**src/sv/nlts_pkg.sv**
```systemverilog
`timescale 1ns / 1ps
// Shared widths, constants, register indexes and controller/datapath handshake
// types for the night light temperature scheduler. Depends on nothing.

package nlts_pkg;

   // Field and internal widths.
   localparam int TOD_W      = 17;  // seconds of day
   localparam int AUTO_W     = 18;  // signed automatic window bounds
   localparam int NIGHT_W    = 14;  // night temperature register
   localparam int TEMP_W     = 13;  // result temperature
   localparam int STATUS_W   = 2;
   localparam int SM_W       = 14;  // smear period and elapsed ramp time
   localparam int PROD_W     = 2 * SM_W;
   localparam int CSR_ADDR_W = 3;
   localparam int CSR_DATA_W = 18;
   localparam int REQ_DATA_W = 24;
   localparam int RSP_DATA_W = 16;

   // Fixed scheduling constants.
   localparam int DAY_SECONDS    = 86400;
   localparam int MIN_NIGHT_TEMP = 1100;
   localparam int MIN_SMEAR      = 36;

   // Defaults for the top level parameters.
   localparam int SMEAR_SECONDS_DEF       = 3600;
   localparam int DEFAULT_TEMPERATURE_DEF = 6500;

   // Register reset values.
   localparam logic [TOD_W-1:0]   MANUAL_FROM_RST = 17'd72000;
   localparam logic [TOD_W-1:0]   MANUAL_TO_RST   = 17'd21600;
   localparam logic [NIGHT_W-1:0] NIGHT_RST       = 14'd4000;

   typedef enum logic [CSR_ADDR_W-1:0] {
      CSR_ENABLED     = 3'd0,
      CSR_ALL_DAY     = 3'd1,
      CSR_AUTOMATIC   = 3'd2,
      CSR_AUTO_FROM   = 3'd3,
      CSR_AUTO_TO     = 3'd4,
      CSR_MANUAL_FROM = 3'd5,
      CSR_MANUAL_TO   = 3'd6,
      CSR_NIGHT_TEMP  = 3'd7
   } csr_index_type;

   typedef enum logic [STATUS_W-1:0] {
      STATUS_NEW       = 2'd0,
      STATUS_UNCHANGED = 2'd1,
      STATUS_INVALID   = 2'd2
   } status_type;

   // Controller to datapath commands.
   typedef struct packed {
      logic load;       // capture the time of day
      logic win;        // pick the window and check the configuration
      logic smear;      // work out the smear period
      logic sel;        // classify the time against the window
      logic mul;        // form span times elapsed time
      logic div_start;  // launch the divider
      logic finish;     // write the result register and the last value
   } nlts_cmd_type;

   // Datapath to controller status.
   typedef struct packed {
      logic ramp;
      logic div_busy;
      logic out_free;
   } nlts_sts_type;

endpackage

```
**src/sv/nlts_div.sv**
```systemverilog
`timescale 1ns / 1ps
// Restoring divider, one quotient bit per cycle, for the ramp interpolation.
// Depends on nlts_pkg.

module nlts_div (
   input  logic                      clock,
   input  logic                      reset,
   input  logic                      start,
   input  logic [nlts_pkg::PROD_W-1:0] dividend,
   input  logic [nlts_pkg::SM_W-1:0]   divisor,
   output logic [nlts_pkg::SM_W-1:0]   quotient,
   output logic                      rem_nonzero,
   output logic                      busy
);
   import nlts_pkg::*;

   localparam int CNT_W = $clog2(PROD_W);
   localparam logic [CNT_W-1:0] LAST_STEP = CNT_W'(PROD_W - 1);

   logic              busy_ff, busy_in;
   logic [CNT_W-1:0]  cnt_ff, cnt_in;
   logic [SM_W-1:0]   rem_ff, rem_in;
   logic [PROD_W-1:0] quo_ff, quo_in;
   logic [SM_W:0]     shifted;
   logic [SM_W+1:0]   trial;

   // The partial remainder stays below the divisor, so the shifted value is
   // below twice the divisor and one trial subtraction settles each bit.
   assign shifted = {rem_ff, quo_ff[PROD_W-1]};
   assign trial   = {1'b0, shifted} - {2'b00, divisor};

   always_comb begin
      busy_in = busy_ff;
      cnt_in  = cnt_ff;
      rem_in  = rem_ff;
      quo_in  = quo_ff;
      if (start) begin
         busy_in = 1'b1;
         cnt_in  = LAST_STEP;
         rem_in  = '0;
         quo_in  = dividend;
      end else if (busy_ff) begin
         if (trial[SM_W+1]) begin
            rem_in = shifted[SM_W-1:0];
            quo_in = {quo_ff[PROD_W-2:0], 1'b0};
         end else begin
            rem_in = trial[SM_W-1:0];
            quo_in = {quo_ff[PROD_W-2:0], 1'b1};
         end
         cnt_in = cnt_ff - CNT_W'(1);
         if (cnt_ff == '0) begin
            busy_in = 1'b0;
         end
      end
   end

   always_ff @(posedge clock) begin
      if (reset) begin
         busy_ff <= 1'b0;
         cnt_ff  <= '0;
      end else begin
         busy_ff <= busy_in;
         cnt_ff  <= cnt_in;
      end
   end

   always_ff @(posedge clock) begin
      rem_ff <= rem_in;
      quo_ff <= quo_in;
   end

   assign quotient    = quo_ff[SM_W-1:0];
   assign rem_nonzero = |rem_ff;
   assign busy        = busy_ff;

endmodule

```
**src/sv/nlts_dp.sv**
```systemverilog
`timescale 1ns / 1ps
// Scheduler datapath: configuration registers, window and smear arithmetic,
// ramp multiply and divide, last value and result register. Depends on
// nlts_pkg and nlts_div.

module nlts_dp #(
   parameter int SMEAR_SECONDS       = nlts_pkg::SMEAR_SECONDS_DEF,
   parameter int DEFAULT_TEMPERATURE = nlts_pkg::DEFAULT_TEMPERATURE_DEF
) (
   input  logic                          clock,
   input  logic                          reset,
   input  logic                          csr_we,
   input  logic [nlts_pkg::CSR_ADDR_W-1:0] csr_addr,
   input  logic [nlts_pkg::CSR_DATA_W-1:0] csr_wdata,
   input  logic [nlts_pkg::REQ_DATA_W-1:0] req_tdata,
   output logic                          rsp_tvalid,
   input  logic                          rsp_tready,
   output logic [nlts_pkg::RSP_DATA_W-1:0] rsp_tdata,
   input  nlts_pkg::nlts_cmd_type        cmd,
   output nlts_pkg::nlts_sts_type        sts
);
   import nlts_pkg::*;

   localparam int WIN_W = TOD_W + 2;
   localparam int PAD_W = RSP_DATA_W - TEMP_W - STATUS_W;

   localparam logic [NIGHT_W-1:0]      DFLT_T      = NIGHT_W'(DEFAULT_TEMPERATURE);
   localparam logic [SM_W-1:0]         SMEAR_T     = SM_W'(SMEAR_SECONDS);
   localparam logic [TOD_W-1:0]        DAY_T       = TOD_W'(DAY_SECONDS);
   localparam logic signed [WIN_W-1:0] DAY_S       = WIN_W'(DAY_SECONDS);
   localparam logic [NIGHT_W-1:0]      MIN_NIGHT_T = NIGHT_W'(MIN_NIGHT_TEMP);
   localparam logic [SM_W-1:0]         MIN_SMEAR_T = SM_W'(MIN_SMEAR);

   typedef enum logic [2:0] {
      MODE_INVALID,
      MODE_DEFAULT,
      MODE_NIGHT,
      MODE_FALL,
      MODE_RISE
   } mode_type;

   function automatic logic [TOD_W-1:0] fold_day(input logic [TOD_W-1:0] v);
      return (v >= DAY_T) ? v - DAY_T : v;
   endfunction

   function automatic logic bound_ok(input logic [AUTO_W-1:0] v);
      return !v[AUTO_W-1] && (v[TOD_W-1:0] < DAY_T);
   endfunction

   // Half-open window test with wrap past midnight.
   function automatic logic in_win(input logic signed [WIN_W-1:0] v,
                                   input logic signed [WIN_W-1:0] s,
                                   input logic signed [WIN_W-1:0] e);
      logic signed [WIN_W-1:0] ee;
      logic signed [WIN_W-1:0] vv;
      ee = e;
      vv = v;
      if (ee <= s) begin
         ee = ee + DAY_S;
      end
      if (vv < s && vv < ee) begin
         vv = vv + DAY_S;
      end
      return (vv >= s) && (vv < ee);
   endfunction

   function automatic logic [SM_W-1:0] wrap_elapsed(input logic signed [WIN_W-1:0] x);
      logic signed [WIN_W-1:0] r;
      r = x;
      if (r < 0) begin
         r = r + DAY_S;
      end else if (r >= DAY_S) begin
         r = r - DAY_S;
      end
      return r[SM_W-1:0];
   endfunction

   // Configuration registers. Manual bounds are stored already folded into
   // the day, which is how they are always used.
   logic               enabled_ff;
   logic               all_day_ff;
   logic               automatic_ff;
   logic [AUTO_W-1:0]  auto_from_ff;
   logic [AUTO_W-1:0]  auto_to_ff;
   logic [TOD_W-1:0]   manual_from_ff;
   logic [TOD_W-1:0]   manual_to_ff;
   logic [NIGHT_W-1:0] night_ff;

   always_ff @(posedge clock) begin
      if (reset) begin
         enabled_ff     <= 1'b0;
         all_day_ff     <= 1'b0;
         automatic_ff   <= 1'b0;
         auto_from_ff   <= '0;
         auto_to_ff     <= '0;
         manual_from_ff <= MANUAL_FROM_RST;
         manual_to_ff   <= MANUAL_TO_RST;
         night_ff       <= NIGHT_RST;
      end else if (csr_we) begin
         unique case (csr_index_type'(csr_addr))
            CSR_ENABLED:     enabled_ff     <= csr_wdata[0];
            CSR_ALL_DAY:     all_day_ff     <= csr_wdata[0];
            CSR_AUTOMATIC:   automatic_ff   <= csr_wdata[0];
            CSR_AUTO_FROM:   auto_from_ff   <= csr_wdata[AUTO_W-1:0];
            CSR_AUTO_TO:     auto_to_ff     <= csr_wdata[AUTO_W-1:0];
            CSR_MANUAL_FROM: manual_from_ff <= fold_day(csr_wdata[TOD_W-1:0]);
            CSR_MANUAL_TO:   manual_to_ff   <= fold_day(csr_wdata[TOD_W-1:0]);
            CSR_NIGHT_TEMP:  night_ff       <= csr_wdata[NIGHT_W-1:0];
            default: begin
            end
         endcase
      end
   end

   // Working registers.
   logic [TOD_W-1:0]  t_ff;
   logic [TOD_W-1:0]  from_ff, from_in;
   logic [TOD_W-1:0]  to_ff, to_in;
   logic [TOD_W-1:0]  dist_ff, dist_in;
   logic              valid_ff, valid_in;
   logic [SM_W-1:0]   sm_ff, sm_in;
   mode_type          mode_ff, mode_in;
   logic [SM_W-1:0]   e_ff, e_in;
   logic [PROD_W-1:0] product_ff;
   logic [TEMP_W-1:0] last_ff;
   logic              rsp_tvalid_ff;
   logic [RSP_DATA_W-1:0] rsp_tdata_ff;

   // Window selection and configuration check.
   logic [TOD_W:0] fwd_diff;
   logic [TOD_W:0] bwd_diff;

   always_comb begin
      from_in  = automatic_ff ? auto_from_ff[TOD_W-1:0] : manual_from_ff;
      to_in    = automatic_ff ? auto_to_ff[TOD_W-1:0]   : manual_to_ff;
      fwd_diff = {1'b0, to_in} - {1'b0, from_in};
      bwd_diff = {1'b0, from_in} - {1'b0, to_in};
      dist_in  = fwd_diff[TOD_W] ? bwd_diff[TOD_W-1:0] : fwd_diff[TOD_W-1:0];
      valid_in = bound_ok(auto_from_ff) && bound_ok(auto_to_ff) &&
                 (night_ff >= MIN_NIGHT_T) && (night_ff <= DFLT_T);
   end

   // Smear period, shortened to the window length or its complement.
   logic [TOD_W-1:0] comp_w;
   logic [TOD_W-1:0] smear_w;

   always_comb begin
      comp_w  = DAY_T - dist_ff;
      smear_w = TOD_W'(SMEAR_T);
      if (dist_ff < smear_w) begin
         smear_w = dist_ff;
      end
      if (comp_w < smear_w) begin
         smear_w = comp_w;
      end
      sm_in = smear_w[SM_W-1:0];
   end

   // Classification of the time of day against the window and its ramps.
   logic signed [WIN_W-1:0] t_s, from_s, to_s, sm_s, fall_s, rise_s;

   always_comb begin
      t_s    = $signed(WIN_W'(t_ff));
      from_s = $signed(WIN_W'(from_ff));
      to_s   = $signed(WIN_W'(to_ff));
      sm_s   = $signed(WIN_W'(sm_ff));
      fall_s = from_s - sm_s;
      rise_s = to_s - sm_s;
      e_in   = wrap_elapsed(t_s - fall_s);
      if (!valid_ff) begin
         mode_in = MODE_INVALID;
      end else if (!enabled_ff) begin
         mode_in = MODE_DEFAULT;
      end else if (all_day_ff) begin
         mode_in = MODE_NIGHT;
      end else if (!in_win(t_s, fall_s, to_s)) begin
         mode_in = MODE_DEFAULT;
      end else if (sm_ff < MIN_SMEAR_T) begin
         mode_in = MODE_NIGHT;
      end else if (in_win(t_s, fall_s, from_s)) begin
         mode_in = MODE_FALL;
      end else if (in_win(t_s, rise_s, to_s)) begin
         mode_in = MODE_RISE;
         e_in    = wrap_elapsed(t_s - rise_s);
      end else begin
         mode_in = MODE_NIGHT;
      end
   end

   always_ff @(posedge clock) begin
      if (cmd.load) begin
         t_ff <= fold_day(req_tdata[TOD_W-1:0]);
      end
      if (cmd.win) begin
         from_ff  <= from_in;
         to_ff    <= to_in;
         dist_ff  <= dist_in;
         valid_ff <= valid_in;
      end
      if (cmd.smear) begin
         sm_ff <= sm_in;
      end
      if (cmd.sel) begin
         mode_ff <= mode_in;
         e_ff    <= e_in;
      end
      if (cmd.mul) begin
         product_ff <= PROD_W'(DFLT_T - night_ff) * PROD_W'(e_ff);
      end
   end

   // Ramp interpolation.
   logic [SM_W-1:0] quotient;
   logic            rem_nonzero;
   logic            div_busy;

   nlts_div u_div (
      .clock       (clock),
      .reset       (reset),
      .start       (cmd.div_start),
      .dividend    (product_ff),
      .divisor     (sm_ff),
      .quotient    (quotient),
      .rem_nonzero (rem_nonzero),
      .busy        (div_busy)
   );

   // Final temperature and status.
   logic [NIGHT_W-1:0] target_w;
   logic [TEMP_W-1:0]  result_w;
   status_type         status_w;

   always_comb begin
      case (mode_ff)
         MODE_DEFAULT: target_w = DFLT_T;
         MODE_NIGHT:   target_w = night_ff;
         MODE_FALL:    target_w = DFLT_T - (quotient + NIGHT_W'(rem_nonzero));
         MODE_RISE:    target_w = night_ff + quotient;
         default:      target_w = NIGHT_W'(last_ff);
      endcase
      result_w = target_w[TEMP_W-1:0];
      if (mode_ff == MODE_INVALID) begin
         status_w = STATUS_INVALID;
      end else if (result_w == last_ff) begin
         status_w = STATUS_UNCHANGED;
      end else begin
         status_w = STATUS_NEW;
      end
   end

   always_ff @(posedge clock) begin
      if (reset) begin
         last_ff       <= DFLT_T[TEMP_W-1:0];
         rsp_tvalid_ff <= 1'b0;
      end else begin
         if (cmd.finish) begin
            rsp_tvalid_ff <= 1'b1;
            if (mode_ff != MODE_INVALID) begin
               last_ff <= result_w;
            end
         end else if (rsp_tready) begin
            rsp_tvalid_ff <= 1'b0;
         end
      end
   end

   always_ff @(posedge clock) begin
      if (cmd.finish) begin
         rsp_tdata_ff <= {{PAD_W{1'b0}}, status_w, result_w};
      end
   end

   assign rsp_tvalid   = rsp_tvalid_ff;
   assign rsp_tdata    = rsp_tdata_ff;
   assign sts.ramp     = (mode_ff == MODE_FALL) || (mode_ff == MODE_RISE);
   assign sts.div_busy = div_busy;
   assign sts.out_free = !rsp_tvalid_ff || rsp_tready;

endmodule

```
**src/sv/nlts_ctrl.sv**
```systemverilog
`timescale 1ns / 1ps
// Scheduler controller: sequences one tick through the datapath steps.
// Depends on nlts_pkg.

module nlts_ctrl (
   input  logic                   clock,
   input  logic                   reset,
   input  logic                   req_tvalid,
   output logic                   req_tready,
   input  nlts_pkg::nlts_sts_type sts,
   output nlts_pkg::nlts_cmd_type cmd
);
   import nlts_pkg::*;

   typedef enum logic [7:0] {
      S_IDLE  = 8'b0000_0001,
      S_WIN   = 8'b0000_0010,
      S_SMEAR = 8'b0000_0100,
      S_SEL   = 8'b0000_1000,
      S_MUL   = 8'b0001_0000,
      S_DLOAD = 8'b0010_0000,
      S_DIV   = 8'b0100_0000,
      S_OUT   = 8'b1000_0000
   } state_type;

   state_type state_ff, state_in;

   always_comb begin
      state_in   = state_ff;
      cmd        = '0;
      req_tready = 1'b0;
      unique case (state_ff)
         S_IDLE: begin
            req_tready = 1'b1;
            if (req_tvalid) begin
               cmd.load = 1'b1;
               state_in = S_WIN;
            end
         end
         S_WIN: begin
            cmd.win  = 1'b1;
            state_in = S_SMEAR;
         end
         S_SMEAR: begin
            cmd.smear = 1'b1;
            state_in  = S_SEL;
         end
         S_SEL: begin
            cmd.sel  = 1'b1;
            state_in = S_MUL;
         end
         S_MUL: begin
            cmd.mul  = 1'b1;
            state_in = sts.ramp ? S_DLOAD : S_OUT;
         end
         S_DLOAD: begin
            cmd.div_start = 1'b1;
            state_in      = S_DIV;
         end
         S_DIV: begin
            if (!sts.div_busy) begin
               state_in = S_OUT;
            end
         end
         S_OUT: begin
            if (sts.out_free) begin
               cmd.finish = 1'b1;
               state_in   = S_IDLE;
            end
         end
         default: begin
            state_in = S_IDLE;
         end
      endcase
   end

   always_ff @(posedge clock) begin
      if (reset) begin
         state_ff <= S_IDLE;
      end else begin
         state_ff <= state_in;
      end
   end

endmodule

```
**src/sv/night_light_temperature_scheduler_top.sv**
```systemverilog
`timescale 1ns / 1ps
// Top level of the night light color temperature scheduler.
// Depends on nlts_pkg, nlts_ctrl, nlts_dp (and through it nlts_div).

// The block takes one tick per transfer on the req_ channel, each carrying the
// time of day in seconds, and returns one transfer on the rsp_ channel with the
// color temperature in kelvin and a status code: new value, unchanged from the
// last applied value, or configuration invalid. Ticks are handled one at a
// time. A tick outside a ramp goes through the window, smear, select and
// multiply steps to the output register; a tick on the evening or morning ramp
// also goes through the restoring divider, one quotient bit per cycle over the
// 28-bit ramp product. The output register lets the next tick be accepted while
// an earlier result still waits on rsp_tready. The user must write registers
// through the csr_ port only while the block is idle; the block does not enforce
// it. Manual window bounds of 86400 or more are folded into the day when written.

module night_light_temperature_scheduler_top #(
   parameter int SMEAR_SECONDS       = nlts_pkg::SMEAR_SECONDS_DEF,
   parameter int DEFAULT_TEMPERATURE = nlts_pkg::DEFAULT_TEMPERATURE_DEF
) (
   input  logic                          clock,
   input  logic                          reset,
   // Tick input.
   input  logic                          req_tvalid,
   output logic                          req_tready,
   input  logic [nlts_pkg::REQ_DATA_W-1:0] req_tdata,  // [16:0] time_of_day
   // Result output.
   output logic                          rsp_tvalid,
   input  logic                          rsp_tready,
   output logic [nlts_pkg::RSP_DATA_W-1:0] rsp_tdata,  // [12:0] temperature, [14:13] status
   // Register writes.
   input  logic                          csr_we,
   input  logic [nlts_pkg::CSR_ADDR_W-1:0] csr_addr,
   input  logic [nlts_pkg::CSR_DATA_W-1:0] csr_wdata
);
   import nlts_pkg::*;

   // Commands run from the controller to the datapath, status runs back.
   nlts_cmd_type cmd;
   nlts_sts_type sts;

   nlts_ctrl u_ctrl (
      .clock      (clock),
      .reset      (reset),
      .req_tvalid (req_tvalid),
      .req_tready (req_tready),
      .sts        (sts),
      .cmd        (cmd)
   );

   // The datapath holds the registers, the window arithmetic, the ramp
   // multiply and divide, the last applied value and the output register.
   nlts_dp #(
      .SMEAR_SECONDS       (SMEAR_SECONDS),
      .DEFAULT_TEMPERATURE (DEFAULT_TEMPERATURE)
   ) u_dp (
      .clock      (clock),
      .reset      (reset),
      .csr_we     (csr_we),
      .csr_addr   (csr_addr),
      .csr_wdata  (csr_wdata),
      .req_tdata  (req_tdata),
      .rsp_tvalid (rsp_tvalid),
      .rsp_tready (rsp_tready),
      .rsp_tdata  (rsp_tdata),
      .cmd        (cmd),
      .sts        (sts)
   );

endmodule

```
**config.mk**
```make
export PLATFORM = sky130hd
export DESIGN_NAME = night_light_temperature_scheduler_top
export DESIGN_NICKNAME = d
export VERILOG_FILES = /design/src/sv/nlts_pkg.sv /design/src/sv/nlts_div.sv /design/src/sv/nlts_dp.sv /design/src/sv/nlts_ctrl.sv /design/src/sv/night_light_temperature_scheduler_top.sv
export SDC_FILE = /design/constraint.sdc
export NUM_CORES = 2
export LEC_CHECK = 0
export ABC_AREA = 0
export CELL_PAD_IN_SITES_DETAIL_PLACEMENT = 2
export CELL_PAD_IN_SITES_GLOBAL_PLACEMENT = 2
export CORE_MARGIN = 3
export CORE_UTILIZATION = 46
export CTS_BUF_LIST = sky130_fd_sc_hd__clkbuf_8
export CTS_CLUSTER_SIZE = 10
export DETAILED_ROUTE_END_ITERATION = 8
export DONT_BUFFER_PORTS = 1
export PLACE_DENSITY_LB_ADDON = 0.1
export SYNTH_ARGS = -nofsm -noshare
export SYNTH_HDL_FRONTEND = slang
export SYNTH_SLANG_ARGS = --single-unit
```
**constraint.sdc**
```tcl
create_clock -name clock -period 19.68 [get_ports clock]
set_input_delay 0 -clock clock [delete_from_list [all_inputs] [get_ports clock]]
set_output_delay 0 -clock clock [all_outputs]
set_load 0.01 [all_outputs]
```
==> results_tabular.tex <==
\begin{tabular}{lr}
\hline
Metric & Value \\
\hline
\multicolumn{2}{l}{\textbf{Floorplanning}} \\
\quad Overall die width & between 200 and 300 µm \\
\quad Starting utilization of the core area & a little under half \\
\quad Floorplan core area & $\sim$70000 µm² \\
\quad Total die area & between 70000 and 80000 µm² \\
\quad Die boundary height & 270.1 µm \\
\quad Number of standard-cell rows in the floorplan & 96 \\
\quad I/O Pins & approximately 70 \\
\multicolumn{2}{l}{\textbf{STA}} \\
\quad Total negative slack & 0 ns \\
\quad Hold Slack & around 0.031 ns \\
\quad Max Clk Rate & a little over 80 MHz \\
\quad RSZ-0062 raised after global routing & no \\
\quad Max transition margin & around 19\% \\
\quad Number of setup violations in the final report & 0 \\
\quad Transition time at the pin with the least slew margin & 1.202 ns \\
\quad Final period demand of the worst path & roughly 12 ns \\
\quad Max Slew Vio Count & 0 \\
\quad Fin crit share & between 60 and 70\% \\
\quad Clock Skew & roughly 0.078 ns \\
\quad Hold violation total from the final report & 0 \\
\multicolumn{2}{l}{\textbf{GRT}} \\
\quad Total gr overflow & 0 \\
\quad Pin count of the biggest net entering global routing & roughly 110 \\
\quad Number of global-route vias before repair & approximately 33000 \\
\quad Antenna violations before repair & 2 \\
\quad GR Util All Layers & a little over a third \\
\quad Wire length of the first global-routing pass & around 200 mm \\
\multicolumn{2}{l}{\textbf{Detailed routing}} \\
\quad Via count & around 28000 \\
\quad Antenna violation net count after detailed routing & 0 \\
\quad Total Routed Length & between 100 and 150 mm \\
\quad 1st-iter DRT viols & roughly 1600 \\
\quad Number of design rule violations left after detail routing & 0 \\
\quad Average wire per standard cell & 28.20 µm \\
\quad Ratio of routed vias to standard cells & approximately 6 \\
\quad Pre-Repair DR Iteration Count & 5 \\
\multicolumn{2}{l}{\textbf{Layout}} \\
\quad Cell Count, Final, Fillers Out & around 4700 \\
\quad Synthesis-to-layout area growth & 8.671\% \\
\quad Filler cell count & $\sim$7400 \\
\quad Count of nets after finishing & $\sim$4300 \\
\quad Share of final-layout standard cells stronger than drive strength 1 & 4.365\% \\
\quad Storage element area & a little under 8000 µm² \\
\quad Footprint of the multi-input gates & approximately 22000 µm² \\
\multicolumn{2}{l}{\textbf{Setup path}} \\
\quad Maximum fanout along the worst path & 15 \\
\quad Data arrival time of the critical path & $\sim$13 ns \\
\quad Critical Path Sink Type & register \\
\quad Critical path startpoint category & register \\
\quad Crit path largest cell delay & slightly below 0.8 ns \\
\quad Reg2reg path depth & 45 \\
\quad Critical path required time & between 20 and 25 ns \\
\quad Max stage delay cell, worst path & xor2\_1 \\
\quad Start-to-end type of the worst setup path & reg2reg \\
\multicolumn{2}{l}{\textbf{Power}} \\
\quad Leakage Power & roughly 16 nW \\
\quad VDD IR max & between 0.00006 and 0.00007 V \\
\quad Overall power after layout & around 0.0037 W \\
\quad Power density normalized to cell area & 105.8 nW/µm² \\
\multicolumn{2}{l}{\textbf{Placement}} \\
\quad Final estimated routing congestion in global placement & around 0.89 \\
\quad Number of cells after detailed placement & roughly 4500 \\
\quad Post-DP HPWL & between 90 and 100 mm \\
\quad Number of input and output port buffers inserted & 0 \\
\multicolumn{2}{l}{\textbf{Synthesis}} \\
\quad Share of synthesized area occupied by flip-flops and latches & about 24\% \\
\quad Top cells by count, synth & 481 x nand2\_1, 390 x inv\_1, 352 x ha\_1 \\
\quad Top post-synthesis cells by area & edfxtp\_1 16\%, ha\_1 14\%, fa\_1 13\% \\
\quad Synthesized area per cell & 8.786 µm² \\
\quad Synth Area in XOR/XNOR & 6.635\% \\
\quad Post-synthesis cell count & $\sim$3700 \\
\quad Most common cell in the netlist & nand2\_1 \\
\quad Most instantiated flip-flop cell in the synthesis netlist & edfxtp\_1 \\
\quad Fraction of post-synthesis cell area in the top cell type by area & around 16\% \\
\quad Adder-cell share of the synthesized area & between 20\% and 30\% \\
\quad Largest family of logic cells by synthesized area & adder cells \\
\quad Share of the synthesized area in compound gates (AO/OA/AOI/OAI) & between 10\% and 20\% \\
\quad Fraction of registers with async set or reset after synthesis & 0\% \\
\quad YS warnings & 0 \\
\quad Share of synthesized area spent on multiplexers & roughly 3.4\% \\
\quad Cell type with the largest total area after synthesis & edfxtp\_1 \\
\quad Unique cell type count in the Yosys netlist & 102 \\
\quad Cell area after synthesis & 32080 µm² \\
\quad Number of enable-type register cells in the synthesized netlist & around 170 \\
\quad Number of register bits inferred by synthesis & 300 \\
\quad Share of synthesized cell area in and, or, nand and nor gates & $\sim$17\% \\
\multicolumn{2}{l}{\textbf{Flow run}} \\
\quad Max-cap violations & 0 \\
\multicolumn{2}{l}{\textbf{Worst hold path}} \\
\quad Instance count along the most critical hold path & 1 \\
\quad Kind of path behind the tightest hold check & in2reg \\
\multicolumn{2}{l}{\textbf{Clock tree}} \\
\quad CTS tree & built \\
\quad Resized cells post-CTS & 0 \\
\quad Clk\_lat worst skew & 0.72 ns \\
\quad Clock-pin slew on the worst setup and hold paths & about 0.09 ns \\
\quad Number of levels the H-tree was split into & 2 \\
\quad Buffer count from post-CTS setup fixing & 0 \\
\quad Buffer type at the clock tree root & clkbuf\_8 \\
\quad \# clock sinks & 300 \\
\quad Max Buffers Root-to-Sink & 3 \\
\quad Cts bufs inserted & 55 \\
\multicolumn{2}{l}{\textbf{Outcome}} \\
\quad Result of the run & finished, final reports clean \\
\hline
\end{tabular}
==> state kept, by name, indices dropped and copies added, names as in the netlist, 14 cells and up <==
name                 flops
u_dp.to_ff              17
u_dp.u_div.quo_ff       28
u_dp.auto_from_ff       18
u_dp.sm_ff              14
u_dp.manual_from_ff     17
u_dp.dist_ff            17
u_dp.e_ff               14
u_dp.auto_to_ff         18
u_dp.t_ff               17
u_dp.product_ff         28
u_dp.manual_to_ff       17
u_dp.u_div.rem_ff       14
u_dp.rsp_tdata          15
u_dp.night_ff           14
u_dp.from_ff            17
==> layout make-up <==
| type | instances | share of cell area, % |
|---|---|---|
| multi-input cells | 2832 | 64.34 |
| flip-flops and latches | 300 | 22.14 |
| inverters | 391 | 4.210 |
| well taps | 931 | 3.342 |
| repair buffers | 111 | 2.950 |
| clock buffers | 59 | 2.329 |
| clock inverters | 41 | 0.6712 |
| diodes | 2 | 0.01436 |
==> per-layer routing <==
layer  share of wire, %  global-route usage [%]  up-vias
met1                 40                   42.99    14760
met3                4.2                   3.465      294
met5                  0                       0        -
met4                4.2                   13.75        0
li1                   -                       -    12590
met2                 51                   65.99      789
==> report_power, final <==
group | internal, W | leakage (nW) | switching (W)
registers | 0.000749 | 2.59 | 0.0000637
logic | 0.000860 | 12.4 | 0.00139
clock network | 0.000295 | 0.626 | 0.000328
==> per-stage QoR <==
step	utilization [%]	area, µm²	worst slack (ns)
after floorplan	-	32090	10.08
after global placement	48.06	33080	8.382
after detailed placement	48.06	33080	7.792
after CTS	50.64	34850	7.536
after global routing	50.65	34860	6.631
final	50.65	34860	7.352
==> placed cells by master, fill, tap and decap left out, drive strengths merged, types with 19 or more instances in the layout <==
cell	count
inv	416
dfxtp	129
o21ai	147
nor2b	45
nand4	21
nor2	226
nand2b	39
xor2	81
and3	22
o21a	33
nor3	45
and2	102
a21oi	240
nor4	29
mux2i	95
nand3b	19
a211oi	41
dlygate4sd3	70
ha	352
xnor2	156
o21bai	28
nand3	37
a21boi	28
buf	41
nand2	481
a21o	101
clkbuf	59
edfxtp	171
fa	209
a211o	26
==> worst max-delay path: cells and delay by family, from the launching register on <==
kind                     cells  cell delay, ns
AO/OA/AOI/OAI               23            5.53
multiplexers                 1            0.42
flip-flops                   1            0.55
XOR/XNOR                     3            1.37
adder cells (fa/ha/maj)      4            1.33
buffers and inverters        3            0.73
AND/OR/NAND/NOR             11            2.12
==> worst paths after layout <==
kind                                           start  slack (ns)                                  to
hold / removal                          req_tdata[5]        0.03              u_dp.t_ff[5]$_DFFE_PP_
setup reg to reg             u_dp.sm_ff[1]$_DFFE_PN_        7.35             u_dp.e_ff[13]$_DFFE_PP_
hold reg to reg   u_dp.manual_to_ff[12]$_SDFFE_PP1P_        0.47  u_dp.manual_to_ff[12]$_SDFFE_PP1P_
setup / recovery             u_dp.sm_ff[1]$_DFFE_PN_        7.35             u_dp.e_ff[13]$_DFFE_PP_
==> cells by family (layout without fill, tap and decap cells) <==
logic type      count (synthesis)  in the layout
compound gates                780            780
flops                         300            300
other cells                     2              8
simple gates                 1132           1132
xor+xnor                      239            239
mux                           106            106
buf+inv                       523            602
fa+ha+maj                     569            569
==> timing repair <==
item | in CTS | in global routing
setup endpoints to repair | 0 | 0
hold endpoints to repair | 147 | 0
hold buffers | 71 | 0
Note: power is estimated with default switching activity, not from simulation.
